**config.mk**
```make
export PLATFORM = sky130hd
export DESIGN_NAME = lottery_ticket_scheduler_core
export DESIGN_NICKNAME = d
export VERILOG_FILES = /design/src/lts_pkg.sv /design/src/lottery_ticket_scheduler_core.sv /design/src/lts_ctrl.sv /design/src/lts_datapath.sv
export SDC_FILE = /design/constraint.sdc
export NUM_CORES = 2
export LEC_CHECK = 0
export BUFFER_PORTS_ARGS = -buffer_cell sky130_fd_sc_hd__buf_2
export CORE_UTILIZATION = 45
export DETAILED_ROUTE_END_ITERATION = 16
export GPL_TIMING_DRIVEN = 0
export PLACE_DENSITY_LB_ADDON = 0.15
export SKIP_CTS_REPAIR_TIMING = 1
export SLEW_MARGIN = 15
export SYNTH_ARGS = -nofsm -noshare
export SYNTH_HDL_FRONTEND = slang
export SYNTH_SLANG_ARGS = --single-unit
```
**constraint.sdc**
```tcl
create_clock -name clk -period 6.8 [get_ports clk]
set_input_delay 0 -clock clk [delete_from_list [all_inputs] [get_ports clk]]
set_output_delay 0 -clock clk [all_outputs]
set_load 0.02 [all_outputs]
```
**src/lts_pkg.sv**
```systemverilog
// ----------------------------------------------------------------------------
// lts_pkg: shared types and constants of the lottery ticket scheduler.
// Holds the beat payload structs, the controller state and scan mode enums,
// the command and status bundles between controller and datapath, and the
// generator constants.
// ----------------------------------------------------------------------------
package lts_pkg;

    localparam int SLOT_COUNT_DEF = 64;
    localparam int INDEX_W        = 6;
    localparam int TICKET_W       = 16;
    localparam int ARRIVAL_W      = 32;

    // Linear congruential generator, modulo 2^32.
    localparam logic [31:0] LCG_MUL   = 32'd1103515245;
    localparam logic [31:0] LCG_ADD   = 32'd12345;
    localparam logic [31:0] LCG_SEED  = 32'd1;
    // The drawn value is bits 16..30 of the generator state.
    localparam int          DRAW_LSB  = 16;
    localparam int          DRAW_W    = 15;

    localparam logic OP_UPDATE = 1'b0;
    localparam logic OP_PICK   = 1'b1;

    typedef struct packed {
        logic                 opcode;
        logic [INDEX_W-1:0]   slot_index;
        logic                 slot_runnable;
        logic [TICKET_W-1:0]  slot_tickets;
        logic [ARRIVAL_W-1:0] slot_arrival;
    } lts_req_t;

    typedef struct packed {
        logic               winner_found;
        logic [INDEX_W-1:0] winner_index;
    } lts_rsp_t;

    typedef enum logic [2:0] {
        ST_IDLE,
        ST_SUM,
        ST_DRAW,
        ST_DIV,
        ST_WALK,
        ST_REPL,
        ST_DONE
    } lts_state_t;

    typedef enum logic [1:0] {
        MODE_SUM,
        MODE_WALK,
        MODE_REPL
    } lts_mode_t;

    typedef struct packed {
        logic      write_slot;
        logic      scan_start;
        logic      scan_run;
        lts_mode_t mode;
        logic      lcg_step;
        logic      div_start;
        logic      div_run;
        logic      finish;
    } lts_cmd_t;

    typedef struct packed {
        logic scan_done;
        logic total_zero;
        logic div_done;
        logic rsp_free;
    } lts_sts_t;

endpackage

```
**src/lottery_ticket_scheduler_core.sv**
```systemverilog
// ----------------------------------------------------------------------------
// lottery_ticket_scheduler_core: lottery scheduler over a table of task slots.
// An update beat writes one slot; a pick beat draws a lottery winner among
// the runnable slots, breaks ticket ties by earliest arrival, reports the
// winner and clears its runnable flag.
// ----------------------------------------------------------------------------
//
//  Channel  Signals                    Direction  Beat content
//  -------  -------------------------  ---------  ----------------------------
//  req      req_valid/req_ready/req    in         opcode and slot fields
//  rsp      rsp_valid/rsp_ready/rsp    out        winner_found, winner_index
//
// An update beat is accepted while idle and gives no response. A pick
// runs three full scans of the slot memory at one read port entry per
// cycle, with a bit-serial modulo over the 15-bit draw after the first;
// a pick that finds no tickets ends after the first scan.
// Reset clears all runnable flags and seeds the generator; no clearing pass
// is needed because stored tickets and arrivals are only used for runnable
// slots. A stalled response sits in the output register while the next beat
// is accepted; a second pick then waits at its end until the register frees.
//
// The controller sequences the pick; the datapath holds the slot memory,
// the generator, the modulo unit and the scan registers.

module lottery_ticket_scheduler_core
    import lts_pkg::*;
#(
    parameter int SLOT_COUNT = SLOT_COUNT_DEF
)
(
    input  logic     clk,
    input  logic     rst_n,
    input  logic     req_valid,
    output logic     req_ready,
    input  lts_req_t req,
    output logic     rsp_valid,
    input  logic     rsp_ready,
    output lts_rsp_t rsp
);

    lts_cmd_t cmd;
    lts_sts_t sts;

    // The sequencer decides when a beat is accepted and walks the phases.
    lts_ctrl u_ctrl (
        .clk        (clk),
        .rst_n      (rst_n),
        .req_valid  (req_valid),
        .req_opcode (req.opcode),
        .req_ready  (req_ready),
        .sts        (sts),
        .cmd        (cmd)
    );

    // The datapath owns all state but the sequencer's phase, including the response register.
    lts_datapath #(
        .SLOT_COUNT (SLOT_COUNT)
    ) u_datapath (
        .clk       (clk),
        .rst_n     (rst_n),
        .req       (req),
        .cmd       (cmd),
        .sts       (sts),
        .rsp_valid (rsp_valid),
        .rsp_ready (rsp_ready),
        .rsp       (rsp)
    );

endmodule

```
**src/lts_ctrl.sv**
```systemverilog
// ----------------------------------------------------------------------------
// lts_ctrl: sequencer of the lottery ticket scheduler.
// Steps a pick through the ticket sum, the draw, the modulo, the lottery
// walk and the arrival tie-break scan, and issues commands to the datapath.
// ----------------------------------------------------------------------------
module lts_ctrl
    import lts_pkg::*;
(
    input  logic     clk,
    input  logic     rst_n,
    input  logic     req_valid,
    input  logic     req_opcode,
    output logic     req_ready,
    input  lts_sts_t sts,
    output lts_cmd_t cmd
);

    lts_state_t state_reg;
    lts_state_t state_next;

    always_ff @(posedge clk or negedge rst_n)
    begin
        if (!rst_n)
        begin
            state_reg <= ST_IDLE;
        end
        else
        begin
            state_reg <= state_next;
        end
    end

    always_comb
    begin
        state_next = state_reg;
        case (state_reg)
            ST_IDLE:
            begin
                if (req_valid && (req_opcode == OP_PICK))
                begin
                    state_next = ST_SUM;
                end
            end
            ST_SUM:
            begin
                if (sts.scan_done)
                begin
                    state_next = sts.total_zero ? ST_DONE : ST_DRAW;
                end
            end
            ST_DRAW:
            begin
                state_next = ST_DIV;
            end
            ST_DIV:
            begin
                if (sts.div_done)
                begin
                    state_next = ST_WALK;
                end
            end
            ST_WALK:
            begin
                if (sts.scan_done)
                begin
                    state_next = ST_REPL;
                end
            end
            ST_REPL:
            begin
                if (sts.scan_done)
                begin
                    state_next = ST_DONE;
                end
            end
            ST_DONE:
            begin
                if (sts.rsp_free)
                begin
                    state_next = ST_IDLE;
                end
            end
            default:
            begin
                state_next = ST_IDLE;
            end
        endcase
    end

    always_comb
    begin
        req_ready = 1'b0;
        cmd       = '0;
        cmd.mode  = MODE_SUM;
        case (state_reg)
            ST_IDLE:
            begin
                req_ready      = 1'b1;
                cmd.write_slot = req_valid && (req_opcode == OP_UPDATE);
                cmd.scan_start = req_valid && (req_opcode == OP_PICK);
                cmd.mode       = MODE_SUM;
            end
            ST_SUM:
            begin
                cmd.scan_run = 1'b1;
                cmd.mode     = MODE_SUM;
            end
            ST_DRAW:
            begin
                cmd.lcg_step  = 1'b1;
                cmd.div_start = 1'b1;
            end
            ST_DIV:
            begin
                cmd.mode = MODE_WALK;
                if (sts.div_done)
                begin
                    cmd.scan_start = 1'b1;
                end
                else
                begin
                    cmd.div_run = 1'b1;
                end
            end
            ST_WALK:
            begin
                cmd.scan_run = 1'b1;
                cmd.mode     = MODE_WALK;
                if (sts.scan_done)
                begin
                    cmd.scan_start = 1'b1;
                    cmd.mode       = MODE_REPL;
                end
            end
            ST_REPL:
            begin
                cmd.scan_run = 1'b1;
                cmd.mode     = MODE_REPL;
            end
            ST_DONE:
            begin
                cmd.finish = sts.rsp_free;
            end
            default:
            begin
                req_ready = 1'b0;
            end
        endcase
    end

endmodule

```
**src/lts_datapath.sv**
```systemverilog
// ----------------------------------------------------------------------------
// lts_datapath: slot table, generator, modulo unit and scan datapath.
// Slot tickets and arrivals live in a one-write, one-read memory; runnable
// flags are flip-flops cleared by reset. A scan reads one slot per cycle.
// ----------------------------------------------------------------------------
module lts_datapath
    import lts_pkg::*;
#(
    parameter int SLOT_COUNT = SLOT_COUNT_DEF
)
(
    input  logic     clk,
    input  logic     rst_n,
    input  lts_req_t req,
    input  lts_cmd_t cmd,
    output lts_sts_t sts,
    output logic     rsp_valid,
    input  logic     rsp_ready,
    output lts_rsp_t rsp
);

    localparam int IDX_W   = $clog2(SLOT_COUNT);
    localparam int CNT_W   = IDX_W + 1;
    localparam int SUM_W   = TICKET_W + IDX_W;
    localparam int ENTRY_W = TICKET_W + ARRIVAL_W;
    localparam int EXT_W   = IDX_W + INDEX_W;
    localparam int DIVC_W  = $clog2(DRAW_W + 1);

    logic [ENTRY_W-1:0]    slot_mem [SLOT_COUNT];
    logic [ENTRY_W-1:0]    rd_data_reg;
    logic [SLOT_COUNT-1:0] run_reg, run_next;

    logic [CNT_W-1:0]      cnt_reg, cnt_next;
    logic                  tag_vld_reg, tag_vld_next;
    logic [IDX_W-1:0]      tag_idx_reg;
    logic                  tag_run_reg;

    logic [31:0]           lcg_reg, lcg_next;
    logic [SUM_W-1:0]      total_reg, total_next;
    logic [DRAW_W-1:0]     rem_reg, rem_next;
    logic [DIVC_W-1:0]     div_cnt_reg, div_cnt_next;
    logic                  found_reg, found_next;
    logic [IDX_W-1:0]      win_reg, win_next;
    logic [TICKET_W-1:0]   wt_reg, wt_next;
    logic [ARRIVAL_W-1:0]  win_arr_reg, win_arr_next;

    logic                  rsp_valid_reg, rsp_valid_next;
    lts_rsp_t              rsp_reg, rsp_next;

    logic                  rd_en;
    logic [IDX_W-1:0]      rd_addr;
    logic [EXT_W-1:0]      wr_ext;
    logic                  wr_en;
    logic [IDX_W-1:0]      wr_addr;
    logic [TICKET_W-1:0]   rd_tickets;
    logic [ARRIVAL_W-1:0]  rd_arrival;
    logic                  proc;
    logic [DRAW_W-1:0]     draw;
    logic [DIVC_W-1:0]     bit_sel;
    logic [DRAW_W:0]       rem_sh;
    logic [SUM_W-1:0]      rem_ext;
    logic [TICKET_W-1:0]   ticket_ext;
    logic                  nonzero;
    logic [EXT_W-1:0]      win_ext;

    assign rd_en   = cmd.scan_run && (cnt_reg < CNT_W'(SLOT_COUNT));
    assign rd_addr = cnt_reg[IDX_W-1:0];

    // Update beats beyond the table are dropped.
    assign wr_ext  = {{IDX_W{1'b0}}, req.slot_index};
    assign wr_en   = cmd.write_slot && (wr_ext < EXT_W'(SLOT_COUNT));
    assign wr_addr = wr_ext[IDX_W-1:0];

    always_ff @(posedge clk)
    begin
        if (wr_en)
        begin
            slot_mem[wr_addr] <= {req.slot_tickets, req.slot_arrival};
        end
        if (rd_en)
        begin
            rd_data_reg <= slot_mem[rd_addr];
        end
    end

    assign rd_tickets = rd_data_reg[ENTRY_W-1 -: TICKET_W];
    assign rd_arrival = rd_data_reg[ARRIVAL_W-1:0];
    assign proc       = tag_vld_reg && tag_run_reg;

    assign draw       = lcg_reg[DRAW_LSB +: DRAW_W];
    assign bit_sel    = div_cnt_reg - DIVC_W'(1);
    assign rem_sh     = {rem_reg, draw[bit_sel]};
    assign rem_ext    = SUM_W'(rem_sh);
    assign ticket_ext = TICKET_W'(rem_reg);
    assign nonzero    = (total_reg != '0);
    assign win_ext    = {{INDEX_W{1'b0}}, win_reg};

    always_comb
    begin
        cnt_next     = cnt_reg;
        tag_vld_next = 1'b0;
        run_next     = run_reg;
        lcg_next     = lcg_reg;
        total_next   = total_reg;
        rem_next     = rem_reg;
        div_cnt_next = div_cnt_reg;
        found_next   = found_reg;
        win_next     = win_reg;
        wt_next      = wt_reg;
        win_arr_next = win_arr_reg;

        if (cmd.scan_start)
        begin
            cnt_next = '0;
        end
        else if (rd_en)
        begin
            cnt_next     = cnt_reg + CNT_W'(1);
            tag_vld_next = 1'b1;
        end

        if (cmd.scan_start && (cmd.mode == MODE_SUM))
        begin
            total_next = '0;
        end
        else if (proc && (cmd.mode == MODE_SUM))
        begin
            total_next = total_reg + SUM_W'(rd_tickets);
        end

        if (cmd.lcg_step)
        begin
            lcg_next = 32'(lcg_reg * LCG_MUL + LCG_ADD);
        end

        // Restoring remainder, one dividend bit per cycle, MSB first.
        if (cmd.div_start)
        begin
            rem_next     = '0;
            div_cnt_next = DIVC_W'(DRAW_W);
        end
        else if (cmd.div_run)
        begin
            div_cnt_next = bit_sel;
            if (rem_ext >= total_reg)
            begin
                rem_next = DRAW_W'(rem_ext - total_reg);
            end
            else
            begin
                rem_next = rem_sh[DRAW_W-1:0];
            end
        end
        else if (cmd.scan_start && (cmd.mode == MODE_WALK))
        begin
            found_next = 1'b0;
            win_next   = '0;
        end
        else if (proc && (cmd.mode == MODE_WALK) && !found_reg)
        begin
            if (ticket_ext < rd_tickets)
            begin
                found_next   = 1'b1;
                win_next     = tag_idx_reg;
                wt_next      = rd_tickets;
                win_arr_next = rd_arrival;
            end
            else
            begin
                rem_next = DRAW_W'(ticket_ext - rd_tickets);
            end
        end
        else if (proc && (cmd.mode == MODE_REPL) && (rd_tickets == wt_reg) &&
                 (rd_arrival < win_arr_reg))
        begin
            win_next     = tag_idx_reg;
            win_arr_next = rd_arrival;
        end

        if (wr_en)
        begin
            run_next[wr_addr] = req.slot_runnable;
        end
        if (cmd.finish && nonzero)
        begin
            run_next[win_reg] = 1'b0;
        end
    end

    always_comb
    begin
        rsp_valid_next = rsp_valid_reg;
        rsp_next       = rsp_reg;
        if (cmd.finish)
        begin
            rsp_valid_next        = 1'b1;
            rsp_next.winner_found = nonzero;
            rsp_next.winner_index = nonzero ? win_ext[INDEX_W-1:0] : '0;
        end
        else if (rsp_ready)
        begin
            rsp_valid_next = 1'b0;
        end
    end

    always_ff @(posedge clk or negedge rst_n)
    begin
        if (!rst_n)
        begin
            run_reg       <= '0;
            cnt_reg       <= '0;
            tag_vld_reg   <= 1'b0;
            lcg_reg       <= LCG_SEED;
            div_cnt_reg   <= '0;
            found_reg     <= 1'b0;
            rsp_valid_reg <= 1'b0;
        end
        else
        begin
            run_reg       <= run_next;
            cnt_reg       <= cnt_next;
            tag_vld_reg   <= tag_vld_next;
            lcg_reg       <= lcg_next;
            div_cnt_reg   <= div_cnt_next;
            found_reg     <= found_next;
            rsp_valid_reg <= rsp_valid_next;
        end
    end

    always_ff @(posedge clk)
    begin
        tag_idx_reg <= rd_addr;
        tag_run_reg <= run_reg[rd_addr];
        total_reg   <= total_next;
        rem_reg     <= rem_next;
        win_reg     <= win_next;
        wt_reg      <= wt_next;
        win_arr_reg <= win_arr_next;
        rsp_reg     <= rsp_next;
    end

    assign sts.scan_done  = (cnt_reg == CNT_W'(SLOT_COUNT)) && !tag_vld_reg;
    assign sts.total_zero = !nonzero;
    assign sts.div_done   = (div_cnt_reg == '0);
    assign sts.rsp_free   = !rsp_valid_reg || rsp_ready;

    assign rsp_valid = rsp_valid_reg;
    assign rsp       = rsp_reg;

endmodule

```
Word level (Yosys, flattened, before mapping). Memory sizes are Yosys's and may differ from the RTL's. A register that Yosys moved wholly into a read port is not among the register bits. Index checks and enable logic that the tools add are counted.

Bits in registers: 218. Bits in writable memories: 3072. Input port bits: 60. Output and inout bits: 9. Logic and storage cells: 157. Memories: 1.

$add $sub $neg: 6. $mul: 1. $lt $le $gt $ge: 11. Eq/ne operators: 20. Multiplexer cells: 55. Bitwise logic cells: 6. Reduce and logical (&&, ||, !) cells: 40.

Memory list: u_datapath.slot_mem (depth 64, bits a word 48, read ports 1, clocked after Yosys merged registers in 1, write ports 1, RTL line lts_datapath.sv:29) `logic [ENTRY_W-1:0] slot_mem [SLOT_COUNT];`.

Operator list (number): 64-bit two-way mux (2); 32-bit two-way mux (3); 15-bit two-way mux (5); 64-bit bitwise AND (1); 64-bit bitwise mux (1); 64-bit inverter (1); 32-bit by 14-bit adder with 32-bit output, second input constant (1); 32-bit < comparator (1); 32-bit by 31-bit multiplier with 32-bit output, second input constant (1); 15-bit subtractor (2); 6-bit by 7-bit < comparator with 1-bit output, second input constant (4); 22-bit by 16-bit adder with 22-bit output (1); 16-bit by 22-bit greater-or-equal comparator with 1-bit output (1); 22-bit nonzero test (1); 1-bit two-way mux (21); 3-bit two-way mux (7); 3-bit case mux with 7 select lines (1); 6-bit two-way mux (3); 1-bit logical AND (17); 16-bit equality test (1); 15-bit by 16-bit < comparator with 1-bit output (1); 7-bit two-way mux (2); 2-bit inequality test, second input constant (7); 2-bit nonzero test (7); 32 further kinds (47).

Depth between registers and ports, before layout.
Word-level depth: 10. Gate-level depth with buffers: 25. Mapped depth without buffers: 25.

Modules after synthesis. A second synthesis with hierarchy kept.

Cell total of the unflattened synthesis: 6737. Area total of the unflattened synthesis: 138974.5 µm².

By module, submodules not included: lts_datapath (instances 1, cells each 6698, area each 138689.3 µm², sequential area each 99131.3 µm²); lts_ctrl (instances 1, cells each 39, area each 285.3 µm², sequential area each 75.1 µm²).

Worst setup path before layout. OpenSTA, ideal clock, no wires.

Path kind: reg-to-reg. Start: reg u_datapath.lcg_reg[6]. End: reg u_datapath.lcg_reg[27]. Library setup time: 95 ps. Arrival time: 6246 ps. Required time: 6705 ps. Slack: 459 ps. Cell stages (with the launch flop): 25. Path buffers: 0. Period minus slack after synthesis: 6341 ps. Cells stage by stage: dfrtp_1 ha_1 xor2_1 ha_1 a21oi_1 fa_1 fa_1 inv_1 fa_1 inv_1 fa_1 inv_1 fa_1 inv_1 fa_1 inv_1 ha_1 a21oi_1 o21ai_0 a21oi_1 o21ai_0 or4_1 a21o_1 o21a_1 o31ai_1.

Word-level cells in the longest chain between the ends: 2.

Ends and longest elaborated chain: start, declared (RTL line lts_datapath.sv:38) `logic [31:0] lcg_reg, lcg_next;`; start signal, assigned (RTL line lts_datapath.sv:223) `lcg_reg <= lcg_next;`; 32-bit by 31-bit multiplier with 32-bit output (RTL line lts_datapath.sv:133) `lcg_next = 32'(lcg_reg * LCG_MUL + LCG_ADD);`; 32-bit by 14-bit adder with 32-bit output (RTL line lts_datapath.sv:133).

No other way between the ends. A chain may end at the register's enable or synchronous reset.

Worst setup path in the final report.
Start: reg u_datapath.lcg_reg[7]. End: reg u_datapath.lcg_reg[26].

The elaborated chain is that of the path after synthesis.

==> impl_metrics.tcl <==
set metrics [dict create \
    status "finished with violations" \
    violations "hold timing" \
    end_kind "flop" \
    path_cells "ha_4, xor2_4, ha_2, a21oi_2, fa_1, fa_1, inv_1, fa_1, inv_1, fa_1, inv_1, fa_1, inv_1, fa_1, inv_1, ha_2, a21o_1, a211oi_2, o211ai_1, o31a_1, a311o_1, o21ai_0, o21ai_0" \
    largest_register_ffs 3072 \
    die_h_um 557 \
    start_util_pct 45.3 \
    grtUsageTotal_pct 25.2 \
    startpoint_type "flop" \
    multiInputGateArea_mm2 0.0374 \
    dr.pass1.iters 5 \
    first_iter_violations 7923 \
    fin_skew_ns 0.0716 \
    yosys_most_used_dff "edfxtp_1" \
    dr_wl_met3_um 27600 \
    wire_per_inst_um 33.2 \
    powerDensity_mw_per_mm2 256 \
    hold_viol_final 1 \
    drc_errors 0 \
    worst_r2r_endpoint "u_datapath.lcg_reg[26]$_DFFE_PN0P_" \
    hold_class "in -> reg" \
    hpwl_um 273000 \
    startpoint "u_datapath.lcg_reg[7]$_DFFE_PN0P_" \
    cts.htree.levels 5 \
    die_area_mm2 0.311 \
    cp.arrival_ns 7.50 \
    numCtsBuffers 347 \
    cts_sinks 3337 \
    met2_length_um 185000 \
    clockRootBuffer "clkbuf_16" \
    crit_family "adder cells" \
    relSlewSlack_pct 14.1 \
    yosysWarnings 0 \
    top_layer "met5" \
    core_area_mm2 0.306 \
    grt_pass1_vias 70900 \
    synth_nets 7118 \
    crit_fanout 7 \
    synth_top_area_share_pct 68.9 \
    wl_met1_um 161000 \
    yosys_register_bits 3337 \
    floorplan.rows 203 \
    area_growth_pct 16.3 \
    num_vias 70000 \
    yosysSeqAreaShare_pct 71.5 \
    reg2reg_depth 23 \
    portBuffers 64 \
    grt_pass1_wl_um 545000 \
    synth_cell_types 71 \
    whs_ns -0.0254 \
    ant_nets 0 \
    clk-insertion-delay-late_ns 0.96 \
    synthMostInstantiatedCell "edfxtp_1" \
    required_ns 7.56 \
    slew_violations 0 \
    cap_violations 0 \
    crit_slowest_cell "dfrtp_4" \
    yosysTopAreaCell "edfxtp_1" \
    wl_um 388000 \
    syn_area_mm2 0.139 \
    gp_congestion 0.839 \
    r2r_start "u_datapath.lcg_reg[7]$_DFFE_PN0P_" \
    grt_max_degree 83 \
    clk_pin_slew_ns 0.06 \
    ctsLongestPathBuffers 4 \
    period_needed_ns 6.74 \
    peakVddDrop_v 0.000212 \
    fin_crit_sh_pct 99.1 \
    setup_viol 0 \
    antenna_found_initial 28 \
    synth_area_per_cell_um2 21.0 \
    endpoint "u_datapath.lcg_reg[26]$_DFFE_PN0P_" \
    min_from "rsp_ready" \
    ff2ff_setup_slack_ns 0.06 \
    fmax_mhz 148 \
    tns_ns 0 \
    syn_inst 6602 \
    die_x_um 557 \
    vias_per_cell 5.99 \
    power_leakage_uw 0.0523 \
    drive_gt1_share_pct 27.2 \
    synth_area_leaders "edfxtp_1 69%, mux4_2 17%, fa_1 2.6%, ha_1 2.5%, dfrtp_1 2.0%" \
    cts_tree "done" \
    crit_buf_inv 5 \
    max_stage_delay_ns 0.56 \
    synth_edf_count 3181 \
    regArea_mm2 0.0992 \
    nNetsFinal 7827 \
    fillers 23900 \
    path_class "reg -> reg" \
    io_pins 69 \
    grt_overflow 0 \
    synth_commonest_cells "3181 x edfxtp_1, 1032 x mux4_2, 469 x inv_1" \
    worst_pin_slew_ns 1.29 \
    path_common_cell "fa_1" \
    worstSetupPathDepth 23 \
    ys_async_sr_fraction_pct 3.36 \
]
[worst min-delay path by stage]
stage                                              end  cells after the start  slack, ns
finish                u_datapath.rsp_valid$_DFFE_PN0P_                      4      -0.03
global route          u_datapath.rsp_valid$_DFFE_PN0P_                      4       0.02
CTS                 u_datapath.lcg_reg[20]$_DFFE_PN0P_                      1      -1.06
detailed placement  u_datapath.lcg_reg[19]$_DFFE_PN0P_                      1      -0.08
global placement      u_datapath.rsp_valid$_DFFE_PN0P_                      3       0.34
floorplan              u_ctrl.state_reg[0]$_DFFE_PN0P_                      0      -0.30
[kinds of logic after synthesis]
family	count (synthesis)	synth area share, %
compound gates	400	1.78
xor+xnor	100	0.631
fa+ha+maj	456	5.09
buf+inv	744	2.09
flops	3337	71.5
mux	1106	17.3
simple gates	459	1.61
[through the flow]
stage               total power, uW  std cells  utilization [%]  area [um^2]  setup WS, ns
finish                        41400      11700             52.7       161000        0.0585
global route                  42400      11700             52.7       161000       -0.0731
CTS                           41600      11600             52.3       160000         -1.16
detailed placement            23200      11000             48.7       149000         -1.11
global placement              23200      10800             47.1       144000         -4.04
floorplan                     22900       6602                -       139000         0.459
[routing by layer]
| layer | vias up | global-route usage (%) |
|---|---|---|
| met5 | - | 0 |
| met1 | 38100 | 35.8 |
| met4 | 14 | 8.55 |
| met3 | 642 | 3.72 |
| li1 | 28400 | - |
| met2 | 2846 | 40.1 |
[layout by cell type, fill, tap and decap left out, types with 14 or more instances in the layout]
cell type / count
bufinv_16: 24
ha_1: 257
dfxtp_1: 44
clkbuf_2: 39
a211oi_1: 19
nand2b_1: 19
or3_1: 15
nand3_1: 34
a21o_1: 24
fa_1: 180
and2_1: 14
o21ai_0: 87
inv_1: 466
mux2i_1: 72
clkbuf_16: 351
mux4_2: 1032
clkinv_1: 76
buf_2: 130
nor2_4: 65
dfrtp_1: 96
nor3_1: 28
nor2_1: 73
xor2_1: 43
buf_16: 61
clkinv_2: 59
buf_12: 138
o21a_1: 24
nor2b_1: 18
dlygate4sd3_1: 57
clkbuf_1: 218
buf_1: 23
buf_4: 44
edfxtp_1: 3181
xnor2_1: 54
nand2_1: 113
a21oi_1: 142
[worst min-delay path, delay by kind of cell]
family                 cells  cell delay, ns
buffers and inverters      2            0.64
AOI/OAI and AO/OA          1            0.09
and+or+nand+nor            1            0.13
[cell type report]
class / count / area share, %
clock inverter: 193 / 1.16
sequential: 3337 / 61.5
timing repair buffer: 361 / 3.51
multi-input combinational: 2521 / 23.2
inverter: 469 / 1.09
clock buffer: 437 / 5.66
buffer: 274 / 0.747
antenna: 3 / 0.00465
tap: 4100 / 3.18
[power breakdown]
part               switching (uW)  internal, uW  leakage (uW)
sequential     0.0000000000000124         22500        0.0305
combinational                 302          40.3        0.0164
clock                        8040         10500       0.00535
total                        8340         33000        0.0523
Power figures use the tool's default switching activity.
